$ cat src/hdl/dbfe_pkg.sv
// Shared types, constants and packet-building function for the burst frame encoder.
// Used by every module in hdl; depends on nothing else.
`default_nettype none

package dbfe_pkg;

    localparam int MOTOR_COUNT   = 4;
    localparam int THROTTLE_W    = 11;
    localparam int DUTY_W        = 16;
    localparam int PACKET_BITS   = 16;
    localparam int GAP_SLOTS     = 2;
    localparam int SLOT_TOTAL    = PACKET_BITS + GAP_SLOTS;
    localparam int SLOT_W        = $clog2(SLOT_TOTAL);
    localparam int CFG_INDEX_W   = 2;
    localparam int CFG_DATA_W    = 16;

    localparam logic [DUTY_W-1:0] ONE_DUTY_RESET  = 16'd135;
    localparam logic [DUTY_W-1:0] ZERO_DUTY_RESET = 16'd67;

    // Configuration register indexes.
    localparam logic [CFG_INDEX_W-1:0] CFG_TELEMETRY = 2'd0;
    localparam logic [CFG_INDEX_W-1:0] CFG_ONE_DUTY  = 2'd1;
    localparam logic [CFG_INDEX_W-1:0] CFG_ZERO_DUTY = 2'd2;

    typedef struct packed {
        logic [THROTTLE_W-1:0] throttle_m1;
        logic [THROTTLE_W-1:0] throttle_m2;
        logic [THROTTLE_W-1:0] throttle_m3;
        logic [THROTTLE_W-1:0] throttle_m4;
    } frame_t;

    typedef struct packed {
        logic [DUTY_W-1:0] duty_m1;
        logic [DUTY_W-1:0] duty_m2;
        logic [DUTY_W-1:0] duty_m3;
        logic [DUTY_W-1:0] duty_m4;
        logic              last_slot;
    } result_t;

    // Slot control handed from the sequencer to the merge stage.
    typedef struct packed {
        logic emit;
        logic in_packet;
        logic last;
    } slot_ctrl_t;

    // Twelve-bit word is the throttle with the telemetry bit below it; the
    // checksum is the XOR of its three nibbles.
    function automatic logic [PACKET_BITS-1:0] build_packet(
        input logic [THROTTLE_W-1:0] throttle,
        input logic                  telemetry
    );
        logic [11:0] word;
        logic [3:0]  csum;
        word = {throttle, telemetry};
        csum = word[3:0] ^ word[7:4] ^ word[11:8];
        return {word, csum};
    endfunction

endpackage

`default_nettype wire

$ cat src/hdl/dbfe_lane.sv
// One motor lane: builds the packet for its throttle and shifts it out MSB first.
// Depends on dbfe_pkg.
`default_nettype none

module dbfe_lane
    import dbfe_pkg::*;
(
    input  wire logic                  clk,
    input  wire logic                  rst_n,
    input  wire logic                  load,
    input  wire logic                  shift,
    input  wire logic [THROTTLE_W-1:0] throttle,
    input  wire logic                  telemetry,
    output logic                       packet_bit
);

    logic [PACKET_BITS-1:0] packet_reg;
    logic [PACKET_BITS-1:0] packet_next;

    always_comb
    begin
        packet_next = packet_reg;
        if (load)
        begin
            packet_next = build_packet(throttle, telemetry);
        end
        else if (shift)
        begin
            packet_next = {packet_reg[PACKET_BITS-2:0], 1'b0};
        end
    end

    always_ff @(posedge clk or negedge rst_n)
    begin
        if (!rst_n)
        begin
            packet_reg <= '0;
        end
        else
        begin
            packet_reg <= packet_next;
        end
    end

    assign packet_bit = packet_reg[PACKET_BITS-1];

endmodule

`default_nettype wire

$ cat src/hdl/dbfe_merge.sv
// Merge stage: turns the lane bits into compare values and registers one result.
// Depends on dbfe_pkg.
`default_nettype none

module dbfe_merge
    import dbfe_pkg::*;
(
    input  wire logic                   clk,
    input  wire logic                   rst_n,
    input  wire slot_ctrl_t             ctrl,
    input  wire logic [MOTOR_COUNT-1:0] lane_bits,
    input  wire logic [DUTY_W-1:0]      one_duty,
    input  wire logic [DUTY_W-1:0]      zero_duty,
    output result_t                     result,
    output logic                        result_strobe
);

    result_t result_reg;
    result_t result_next;
    logic    strobe_reg;
    logic [MOTOR_COUNT-1:0][DUTY_W-1:0] duty;

    always_comb
    begin
        for (int m = 0; m < MOTOR_COUNT; m++)
        begin
            if (!ctrl.in_packet)
            begin
                duty[m] = '0;
            end
            else if (lane_bits[m])
            begin
                duty[m] = one_duty;
            end
            else
            begin
                duty[m] = zero_duty;
            end
        end
        result_next.duty_m1   = duty[0];
        result_next.duty_m2   = duty[1];
        result_next.duty_m3   = duty[2];
        result_next.duty_m4   = duty[3];
        result_next.last_slot = ctrl.last;
    end

    always_ff @(posedge clk or negedge rst_n)
    begin
        if (!rst_n)
        begin
            strobe_reg <= 1'b0;
        end
        else
        begin
            strobe_reg <= ctrl.emit;
        end
    end

    always_ff @(posedge clk)
    begin
        if (ctrl.emit)
        begin
            result_reg <= result_next;
        end
    end

    assign result        = result_reg;
    assign result_strobe = strobe_reg;

endmodule

`default_nettype wire

$ cat src/hdl/dshot_burst_frame_encoder.sv
// Top level of the burst frame encoder: slot sequencer, config registers, four lanes
// and the merge stage. Depends on dbfe_pkg, dbfe_lane and dbfe_merge.
`default_nettype none

// A frame item is taken when start is high and busy is low. It yields 18 results
// (16 packet bits, then 2 zero-duty gap slots), one per cycle on consecutive cycles,
// after the accepting edge loads the lanes and the merge stage registers each one;
// result_strobe marks each and there is no back-pressure. The slot counter sets the
// pace: busy drops during the final slot, so a new frame can be taken then and the
// next burst follows with no gap. Configuration writes belong between frames.
module dshot_burst_frame_encoder
    import dbfe_pkg::*;
(
    input  wire logic                   clk,
    input  wire logic                   rst_n,
    input  wire logic                   start,
    output logic                        busy,
    input  wire frame_t                 frame,
    output result_t                     result,
    output logic                        result_strobe,
    input  wire logic                   cfg_we,
    input  wire logic [CFG_INDEX_W-1:0] cfg_index,
    input  wire logic [CFG_DATA_W-1:0]  cfg_data
);

    localparam logic [SLOT_W-1:0] LAST_SLOT = SLOT_W'(SLOT_TOTAL - 1);
    localparam logic [SLOT_W:0]   PACKET_END = (SLOT_W + 1)'(PACKET_BITS);

    logic                  active_reg;
    logic                  active_next;
    logic [SLOT_W-1:0]     slot_reg;
    logic [SLOT_W-1:0]     slot_next;
    logic                  telemetry_reg;
    logic [DUTY_W-1:0]     one_duty_reg;
    logic [DUTY_W-1:0]     zero_duty_reg;
    logic                  accept;
    logic                  at_last;
    slot_ctrl_t            ctrl;
    logic [MOTOR_COUNT-1:0]                 lane_bits;
    logic [MOTOR_COUNT-1:0][THROTTLE_W-1:0] throttle;

    assign at_last = (slot_reg == LAST_SLOT);
    assign busy    = active_reg && !at_last;
    assign accept  = start && !busy;

    always_comb
    begin
        active_next = active_reg;
        slot_next   = slot_reg;
        if (accept)
        begin
            active_next = 1'b1;
            slot_next   = '0;
        end
        else if (active_reg)
        begin
            if (at_last)
            begin
                active_next = 1'b0;
                slot_next   = '0;
            end
            else
            begin
                slot_next = slot_reg + 1'b1;
            end
        end
    end

    always_ff @(posedge clk or negedge rst_n)
    begin
        if (!rst_n)
        begin
            active_reg    <= 1'b0;
            slot_reg      <= '0;
            telemetry_reg <= 1'b0;
            one_duty_reg  <= ONE_DUTY_RESET;
            zero_duty_reg <= ZERO_DUTY_RESET;
        end
        else
        begin
            active_reg <= active_next;
            slot_reg   <= slot_next;
            if (cfg_we)
            begin
                case (cfg_index)
                    CFG_TELEMETRY: telemetry_reg <= cfg_data[0];
                    CFG_ONE_DUTY:  one_duty_reg  <= cfg_data;
                    CFG_ZERO_DUTY: zero_duty_reg <= cfg_data;
                    default:       ;
                endcase
            end
        end
    end

    assign throttle[0] = frame.throttle_m1;
    assign throttle[1] = frame.throttle_m2;
    assign throttle[2] = frame.throttle_m3;
    assign throttle[3] = frame.throttle_m4;

    for (genvar m = 0; m < MOTOR_COUNT; m++)
    begin : g_lane
        dbfe_lane u_lane (
            .clk        (clk),
            .rst_n      (rst_n),
            .load       (accept),
            .shift      (active_reg),
            .throttle   (throttle[m]),
            .telemetry  (telemetry_reg),
            .packet_bit (lane_bits[m])
        );
    end

    assign ctrl.emit      = active_reg;
    assign ctrl.in_packet = ({1'b0, slot_reg} < PACKET_END);
    assign ctrl.last      = at_last;

    dbfe_merge u_merge (
        .clk           (clk),
        .rst_n         (rst_n),
        .ctrl          (ctrl),
        .lane_bits     (lane_bits),
        .one_duty      (one_duty_reg),
        .zero_duty     (zero_duty_reg),
        .result        (result),
        .result_strobe (result_strobe)
    );

    // A frame's first result follows the accepting edge, once the merge stage has registered it.
    assert property (@(posedge clk) disable iff (!rst_n)
        accept |=> ##1 result_strobe)
        else $error("accepted frame produced no first result");

    // The slot counter never runs past the final slot.
    assert property (@(posedge clk) disable iff (!rst_n)
        slot_reg <= LAST_SLOT)
        else $error("slot counter out of range");

    // Results of one frame come on consecutive cycles until the last one.
    assert property (@(posedge clk) disable iff (!rst_n)
        (result_strobe && !result.last_slot) |=> result_strobe)
        else $error("gap inside a frame burst");

    // The final gap slot carries zero duty on every motor.
    assert property (@(posedge clk) disable iff (!rst_n)
        (result_strobe && result.last_slot && (GAP_SLOTS != 0)) |->
        (result.duty_m1 == '0 && result.duty_m2 == '0 &&
         result.duty_m3 == '0 && result.duty_m4 == '0))
        else $error("nonzero duty in a gap slot");

endmodule

`default_nettype wire

$ cat config.mk
export PLATFORM = sky130hd
export DESIGN_NAME = dshot_burst_frame_encoder
export DESIGN_NICKNAME = d
export VERILOG_FILES = /design/src/hdl/dbfe_pkg.sv /design/src/hdl/dbfe_lane.sv /design/src/hdl/dbfe_merge.sv /design/src/hdl/dshot_burst_frame_encoder.sv
export SDC_FILE = /design/constraint.sdc
export NUM_CORES = 1
export LEC_CHECK = 0
export BUFFER_PORTS_ARGS = -buffer_cell sky130_fd_sc_hd__buf_4
export CAP_MARGIN = 10
export CORE_MARGIN = 1
export CORE_UTILIZATION = 35
export CTS_CLUSTER_DIAMETER = 80
export DETAILED_ROUTE_END_ITERATION = 10
export PLACE_DENSITY = 0.65
export REMOVE_ABC_BUFFERS = 1
export SLEW_MARGIN = 20
export SYNTH_ARGS = -nofsm -noshare
export SYNTH_HDL_FRONTEND = slang
export SYNTH_SLANG_ARGS = --single-unit
$ cat constraint.sdc
create_clock -name clk -period 3.7 [get_ports clk]
set_input_delay 0.74 -clock clk [delete_from_list [all_inputs] [get_ports clk]]
set_output_delay 0.74 -clock clk [all_outputs]
set_load 0.05 [all_outputs]
==> out/results.md, run 1 <==
| Group | Result | This run |
| --- | --- | --- |
| outcome | Run status | complete, no violations |
| synthesis | Count of warnings emitted by yosys | 0 |
| clock network | CTS buffer count | 17 |
| finish | Flip-flop count of the largest register, all copies and words added | 65 |
| routing | Number of vias per cell after detailed routing | 5.11 |
| timing | Slew at the pin closest to its max-slew limit | 1.10 ns |
| place | Post-Place Worst Slack | 1.28 ns |
| critical path | Capture instance of the worst register-to-register path | g_lane[3].u_lane.packet_reg[11] |
| finish | Relative area change from synthesis to final layout | 22.9% |
| power | Power per unit of standard cell area | 854 nW/um^2 |
| clock network | Clock root buffer | clkbuf_16 |
| floorplanning | Die H | 151 um |
| synthesis | Mapped cell area | 7770 sq um |
| critical path | Number of cells on the worst reg-to-reg path | 6 |
| finish | Diodes inserted | 0 |
| critical path | Worst reg2reg path startpoint | slot_reg[1] |
| power | Worst vdd ir | 0.360 mV |
| timing | Final setup TNS | 0 ns |
| synthesis | Seq cells post-synth | 169 |
| timing | Final worst hold slack | 0.432 ns |
| global route | Vias in the first global route | 5021 |
| routing | Initial detailed-routing violation count | 336 |
| job | Max-capacitance violation count | 0 |
| clock network | Num Clock Sinks | 169 |
| routing | WL final | 17300 um |
| timing | Setup skew after layout | 0.00911 ns |
| floorplanning | Core Rows | 54 |
| place | Number of cells in the design after placement | 942 |
| critical path | Category of the critical setup timing path | reg -> out |
| finish | Share of the core filled with cells in the final layout | 0.438 |
| global route | First-pass GRT wire length | 27000 um |
| clock network | TritonCTS clock tree | yes |
| place | Port Buffers | 132 |
| clock network | Skew-Pair Late Insertion Delay | 0.42 ns |
| critical path | Setup crit start kind | flip-flop |
| critical path | Internal reg-to-reg setup slack | 1.55 ns |
| routing | Post-route DRC violation count | 0 |
| synthesis | Register area share after synthesis | 0.587 |
| clock network | Number of buffers between clock root and the deepest sink | 2 |
| finish | Layout filler cell count | 1971 |
| global route | Residual overflow from global routing | 0 |
| routing | Routed length per placed instance | 17.8 um |
| floorplanning | Initial cell density of the core | 0.356 |
| routing | Number of routed nets with antenna violations | 0 |
| timing | Clock period minus final worst setup slack | 2.57 ns |
| finish | Post-route non-filler standard cell count | 975 |
| synthesis | Per-instance average area after synthesis | 13.8 sq um |
| clock network | Maximum level of the CTS H-tree | 4 |
| clock network | Number of post-CTS setup repair buffers | 0 |
| routing | Via count of the routed design | 4979 |
| synthesis | Yosys cell types | 35 |
| clock network | Clk pin slew, worst setup/hold paths | 0.07 ns |
| critical path | Required time of the critical path | 2.96 ns |
| floorplanning | Core area | 21800 sq um |
| floorplanning | Number of top-level design ports | 133 |
| timing | Crit path setup slack, layout | 1.13 ns |
| global route | Number of antenna violations at the first check in global routing | 0 |
| timing | Setup-violating endpoint count in the final report | 0 |
| power | Leakage power summed over all cells | 4.21 nW |
| timing | Hold violation total from the final report | 0 |
| timing | Final Max Tran Viols | 0 |
| timing | Relative slew margins | 0.267 |
| global route | Largest net degree at the start of global routing | 73 |
| critical path | Maximum fanout along the worst path | 6 |
| critical path | Worst endpoint data arrival time | 1.83 ns |
| floorplanning | Die area | 22800 sq um |
| critical path | Element type at the critical path end | primary output |
| finish | Final net count | 750 |
| clock network | Cts hold-fix bufs | 0 |
| timing | Fraction of the cycle the final worst path needs | 0.696 |
| timing | Unrepaired setup endpoints after global routing | false |
| floorplanning | Die extent in x | 151 um |
| timing | Maximum frequency from static timing analysis | 0.389 GHz |
| worst hold path | Class of the worst hold path | in -> async |
| finish | Share of layout cells above drive strength 1 | 0.340 |
| place | Last weighted congestion value of the routability-driven placer | 0.826 |
| global route | Aggregate global-route resource usage | 0.158 |
| synthesis | Synthesized instance count | 562 |
| place | HPWL after detailed placement | 11900 um |
| routing | Total iterations of the first detailed-routing run | 4 |
| clock network | # resized after CTS | 0 |
-- cells by family after synthesis --
| family | after synthesis | synth area share |
|---|---|---|
| AO/OA/AOI/OAI | 85 | 0.106 |
| XOR/XNOR | 21 | 0.0468 |
| multiplexers | 98 | 0.131 |
| AND/OR/NAND/NOR | 143 | 0.0943 |
| adder cells (fa/ha/maj) | 2 | 0.00322 |
| buffers and inverters | 44 | 0.0312 |
| flip-flops | 169 | 0.587 |
-- placed cells by master (no fill, tap or decap), types with 4 or more instances in the layout --
cell type,netlist,final
nor2b_1,17,17
dfstp_2,7,7
and2_1,44,44
a211o_1,12,12
a221o_1,44,44
inv_1,4,4
clkbuf_16,0,17
xnor2_1,8,8
mux2i_1,65,65
mux2_2,33,33
o221a_2,16,16
o21ai_0,5,5
a22o_1,4,4
dfrtp_1,97,94
nor2_1,65,64
nand2_1,8,8
clkinv_4,0,5
xor3_1,12,12
buf_4,1,139
edfxtp_1,65,65
-- power by group --
group,internal [W],switching [W]
Sequential,0.00277,0.000588
Clock,0.000940,0.000754
Combinational,0.00122,0.00189
Total,0.00493,0.00323
-- cells in the mapped netlist (all sizes together) --
cell	number	share of area
a211o	12	0.014
mux2i	65	0.084
nand2	8	0.0039
buf	29	0.024
a221o	44	0.057
ha	2	0.0032
o221a	16	0.023
nor2b	17	0.014
and2	44	0.035
dfstp	7	0.024
inv	5	0.0024
o21ai	6	0.0043
xor3	12	0.037
nand3	3	0.0019
or3	1	0.00081
a21oi	3	0.0039
clkbuf	10	0.0048
nor3b	1	0.00097
a22o	4	0.0045
nand4bb	1	0.0035
dfrtp	97	0.31
edfxtp	65	0.25
nand4	1	0.00081
nand3b	2	0.0019
xor2	1	0.0011
mux2	33	0.048
xnor2	8	0.0090
nor2	65	0.031
-- routing by layer --
layer  vias to the layer above  GRT usage  wire [um]  part of all wire
met5                         -          0          0                 0
met4                         0     0.0485        181             0.010
met3                        17     0.0367       1180             0.068
met2                       171      0.259       8190              0.47
met1                      2464      0.206       7760              0.45
li1                       2327          -          -                 -
-- area by class of cell --
type	count	area, sq um	area share
clock buffers	17	425	0.0445
clock inverters	15	145	0.0152
inverters	5	18.8	0.00196
multi-input cells	349	2980	0.312
flip-flops and latches	169	4570	0.478
well taps	280	350	0.0366
repair buffers	140	1070	0.112
-- worst max path at each step --
stage / start / to / slack (ns) / cells after the start
2_1_floorplan: active_reg / g_lane[0].u_lane.packet_reg[10] / -0.08 / 3
3_3_place_gp: cfg_index[1] / one_duty_reg[12] / 1.36 / 3
3_5_place_dp: start / g_lane[1].u_lane.packet_reg[8] / 1.28 / 5
4_1_cts: slot_reg[1] / busy / 1.09 / 6
5_1_grt: slot_reg[1] / busy / 1.00 / 6
6_report: slot_reg[1] / busy / 1.13 / 6
-- critical path, cell delays in order, from the launching register on --
cell and delay (ns):
dfrtp_1 0.44, inv_1 0.08, ha_1 0.19, nand4bb_4 0.20
nand2_1 0.21, inv_1 0.10, buf_4 0.20
-- through the flow --
step	instance area, sq um	power (W)
finish	9560	0.00816
global route	9560	0.00858
CTS	9530	0.00822
detailed placement	8960	0.00652
global placement	8960	0.00642
floorplan	7550	0.00548
(Power assumes the default switching activity.)
==> run 2: changes to the inputs <==
- ABC_AREA: default -> 1
- clock period: 3.7 -> 2.4 ns (I/O delays scaled with it)
==> run 2 against run 1 <==
Compared with the run above: cell area down 0.88%; count of clock-buffer cells in the layout grew 2; setup slack got worse by 0.82 ns; non-clock buffer count grew 3; first-iteration DRC count increased by 82%; sequential share of layout area grew 0.40 points; register-to-register slack worse by 1.1 ns; synthesized area fell by 1.1%; largest power group unchanged.
==> out/results.md, run 2 <==
| Group | Result | This run | Change |
| --- | --- | --- | --- |
| outcome | Run status | complete, no violations | unchanged |
| finish | Flip-flop count of the largest register, all copies and words added | 65 | unchanged |
| place | HPWL after detailed placement | 12300 um | was 11900 um |
| critical path | Number of cells on the worst reg-to-reg path | 3 | was 6 |
| timing | Hold violation total from the final report | 0 | unchanged |
| power | Overall Power | 0.0123 W | was 0.00816 W |
| floorplanning | Number of top-level design ports | 133 | unchanged |
| synthesis | Mapped cell area | 7690 sq um | was 7770 sq um |
| global route | Aggregate global-route resource usage | 0.180 | was 0.158 |
| timing | Setup skew after layout | 0.0101 ns | was 0.00911 ns |
| synthesis | Top area cells in the synthesized netlist | dfrtp_1 32%, edfxtp_1 25%, nand2_1 10% | was dfrtp_1 31%, edfxtp_1 25%, mux2i_1 8.4% |
| worst hold path | Endpoint, Worst Hold | g_lane[1].u_lane.packet_reg[15] |  |
| floorplanning | Die extent in x | 150 um | was 151 um |
| timing | Final setup TNS | 0 ns | unchanged |
| routing | Routed length per placed instance | 15.1 um | was 17.8 um |
| worst hold path | WHS Path Cells | 3 |  |
| power | Worst vdd ir | 0.549 mV | was 0.360 mV |
| synthesis | Yosys cell types | 22 | was 35 |
| finish | Final net count | 1052 | was 750 |
| synthesis | Per-instance average area after synthesis | 8.84 sq um | was 13.8 sq um |
| timing | Unrepaired setup endpoints after global routing | false | unchanged |
| critical path | Maximum fanout along the worst path | 7 | was 6 |
| timing | Relative slew margins | 0.428 | was 0.267 |
| routing | Post-route DRC violation count | 0 | unchanged |
| clock network | Num Clock Sinks | 169 | unchanged |
| clock network | Skew-Pair Late Insertion Delay | 0.43 ns | was 0.42 ns |
| critical path | Category of the critical setup timing path | reg -> out | unchanged |
| finish | Diodes inserted | 0 | unchanged |
| finish | Relative area change from synthesis to final layout | 23.2% | was 22.9% |
| worst hold path | Class of the worst hold path | in -> reg | was in -> async |
| clock network | Maximum level of the CTS H-tree | 4 | unchanged |
| routing | Number of routed nets with antenna violations | 0 | unchanged |
| timing | Clock period minus final worst setup slack | 2.10 ns |  |
| place | Placed standard-cell area | 8880 sq um | was 8960 sq um |
| clock network | Clock root buffer | clkbuf_16 | unchanged |
| critical path | Internal reg-to-reg setup slack | 0.49 ns | was 1.55 ns |
| worst hold path | Worst Hold Launch | frame[32] |  |
| synthesis | Proportion of register bits with asynchronous set or reset after synthesis | 0.615 | unchanged |
| global route | Number of antenna violations at the first check in global routing | 0 | unchanged |
| global route | Largest net degree at the start of global routing | 66 | was 73 |
| finish | Share of the core filled with cells in the final layout | 0.445 | was 0.438 |
| timing | Maximum frequency from static timing analysis | 0.477 GHz |  |
| finish | Layout filler cell count | 2050 | was 1971 |
| routing | Via count of the routed design | 6326 | was 4979 |
| global route | Vias in the first global route | 5883 | was 5021 |
| routing | Number of vias per cell after detailed routing | 4.97 | was 5.11 |
| floorplanning | Initial cell density of the core | 0.361 | was 0.356 |
| synthesis | Seq cells post-synth | 169 | unchanged |
| synthesis | Post-synth top cells | 212 x nand2_1, 131 x nor2_1, 125 x nand3_1 | was 97 x dfrtp_1, 65 x edfxtp_1, 65 x mux2i_1, 65 x nor2_1 |
| synthesis | Cell taking the most area after synthesis | dfrtp_1 | unchanged |
| finish | Most frequent standard cell in the layout excluding fill and tap cells | nand2_1 | was buf_4 |
| synthesis | Synthesized instance count | 870 | was 562 |
| clock network | # resized after CTS | 0 | unchanged |
| job | Max-capacitance violation count | 0 | unchanged |
| timing | Fraction of the cycle the final worst path needs | 0.874 |  |
| synthesis | Register area share after synthesis | 0.593 | was 0.587 |
| clock network | TritonCTS clock tree | yes | unchanged |
| finish | Highest-count cells in the layout ignoring fill and taps | 212 x nand2_1, 140 x buf_4, 131 x nor2_1 | was 139 x buf_4, 94 x dfrtp_1, 65 x mux2i_1, 65 x edfxtp_1, 64 x nor2_1 |
| global route | Residual overflow from global routing | 0 | unchanged |
| timing | Final Max Tran Viols | 0 | unchanged |
| place | Number of cells in the design after placement | 1239 | was 942 |
| finish | Share of layout cells above drive strength 1 | 0.192 | was 0.340 |
| finish | Post-route cell area | 9480 sq um | was 9560 sq um |
| floorplanning | Core area | 21300 sq um | was 21800 sq um |
| timing | Setup-violating endpoint count in the final report | 0 | unchanged |
| global route | First-pass GRT wire length | 31100 um | was 27000 um |
| critical path | Worst endpoint data arrival time | 1.62 ns | was 1.83 ns |
| routing | Total iterations of the first detailed-routing run | 5 | was 4 |
| floorplanning | Core Rows | 53 | was 54 |
| routing | WL final | 19200 um | was 17300 um |
| power | Power per unit of standard cell area | 1290 nW/um^2 | was 854 nW/um^2 |
| critical path | Worst reg2reg path startpoint | g_lane[0].u_lane.packet_reg[15] | was slot_reg[1] |
| synthesis | Share of Yosys cell area claimed by the top area cell type | 0.316 | was 0.312 |
| critical path | Required time of the critical path | 1.92 ns | was 2.96 ns |
| synthesis | Dominant cell by count in the synthesized netlist | nand2_1 | was dfrtp_1 |
| place | Port Buffers | 132 | unchanged |
| power | Leakage power summed over all cells | 4.71 nW | was 4.21 nW |
| clock network | Clk pin slew, worst setup/hold paths | 0.07 ns | about the same |
| critical path | Element type at the critical path end | primary output | unchanged |
| finish | Post-route non-filler standard cell count | 1272 | was 975 |
| critical path | Capture instance of the worst register-to-register path | u_merge.result[53] | was g_lane[3].u_lane.packet_reg[11] |
| clock network | CTS buffer count | 17 | unchanged |
| synthesis | Count of warnings emitted by yosys | 0 | unchanged |
| place | Last weighted congestion value of the routability-driven placer | 0.828 | was 0.826 |
| floorplanning | Die H | 150 um | was 151 um |
| synthesis | Primary flip-flop cell chosen by synthesis mapping | dfrtp_1 | unchanged |
| critical path | Setup crit start kind | flip-flop | unchanged |
| synthesis | Number of synthesized flops with an enable pin | 65 | unchanged |
| floorplanning | Die area | 22600 sq um | was 22800 sq um |
| timing | Slew at the pin closest to its max-slew limit | 0.859 ns | was 1.10 ns |
| routing | Initial detailed-routing violation count | 613 | was 336 |
| clock network | Number of buffers between clock root and the deepest sink | 2 | unchanged |
[run 2: metrics by stage]
step | hold WS (ns) | setup slack (ns)
global route | 0.277 | 0.214
floorplan | 0.184 | -1.06
detailed placement | 0.418 | 0.504
global placement | 0.419 | 0.522
CTS | 0.275 | 0.283
finish | 0.288 | 0.303
[run 2: cell type report]
cell class / instances / area (sq um) / area share
flip-flops and latches: 169 / 4570 / 0.482
multi-input cells: 598 / 2670 / 0.282
repair buffers: 143 / 1100 / 0.116
clock buffers: 19 / 443 / 0.0467
well taps: 275 / 344 / 0.0363
inverters: 55 / 206 / 0.0218
clock inverters: 13 / 143 / 0.0151
[run 2: kinds of logic after synthesis]
kind of cell | synth area share
DFF | 0.593
and+or+nand+nor | 0.257
AOI/OAI and AO/OA | 0.0675
adders and majority gates | 0.00325
buffers and inverters | 0.0591
xor gates and xnor gates | 0.0194
[run 2: repair_timing]
item                      CTS  global route
hold buffers                1             0
hold endpoints to repair   22             0
setup buffers               0             0
[run 2: worst max path at each step]
stage	cells past startpoint	to	startpoint	slack, ns
global placement	3	u_merge.result[57]	g_lane[0].u_lane.packet_reg[15]	0.52
global route	7	busy	slot_reg[0]	0.21
CTS	7	busy	slot_reg[0]	0.28
finish	7	busy	slot_reg[0]	0.30
floorplan	4	slot_reg[2]	active_reg	-1.06
detailed placement	3	u_merge.result[53]	g_lane[0].u_lane.packet_reg[15]	0.50
[run 2: where the power goes]
group	internal, W	switching (W)
Clock	0.00157	0.00119
Combinational	0.00133	0.00332
Sequential	0.00418	0.000660
Total	0.00708	0.00517
[run 2: worst max-delay path: stages (launching register included)]
cell and delay [ns]:
dfrtp_1 0.41, ha_1 0.21, nand2_1 0.06, inv_1 0.04, nand2_2 0.08, nand2_4 0.08
inv_1 0.10, buf_4 0.21
[run 2: per-layer routing]
| layer | GRT usage | routed length, um | vias up |
|---|---|---|---|
| li1 | - | - | 3065 |
| met1 | 0.252 | 8550 | 2984 |
| met2 | 0.282 | 8890 | 269 |
| met3 | 0.0427 | 1680 | 8 |
| met4 | 0.0389 | 99 | 0 |
| met5 | 0 | 0 | - |
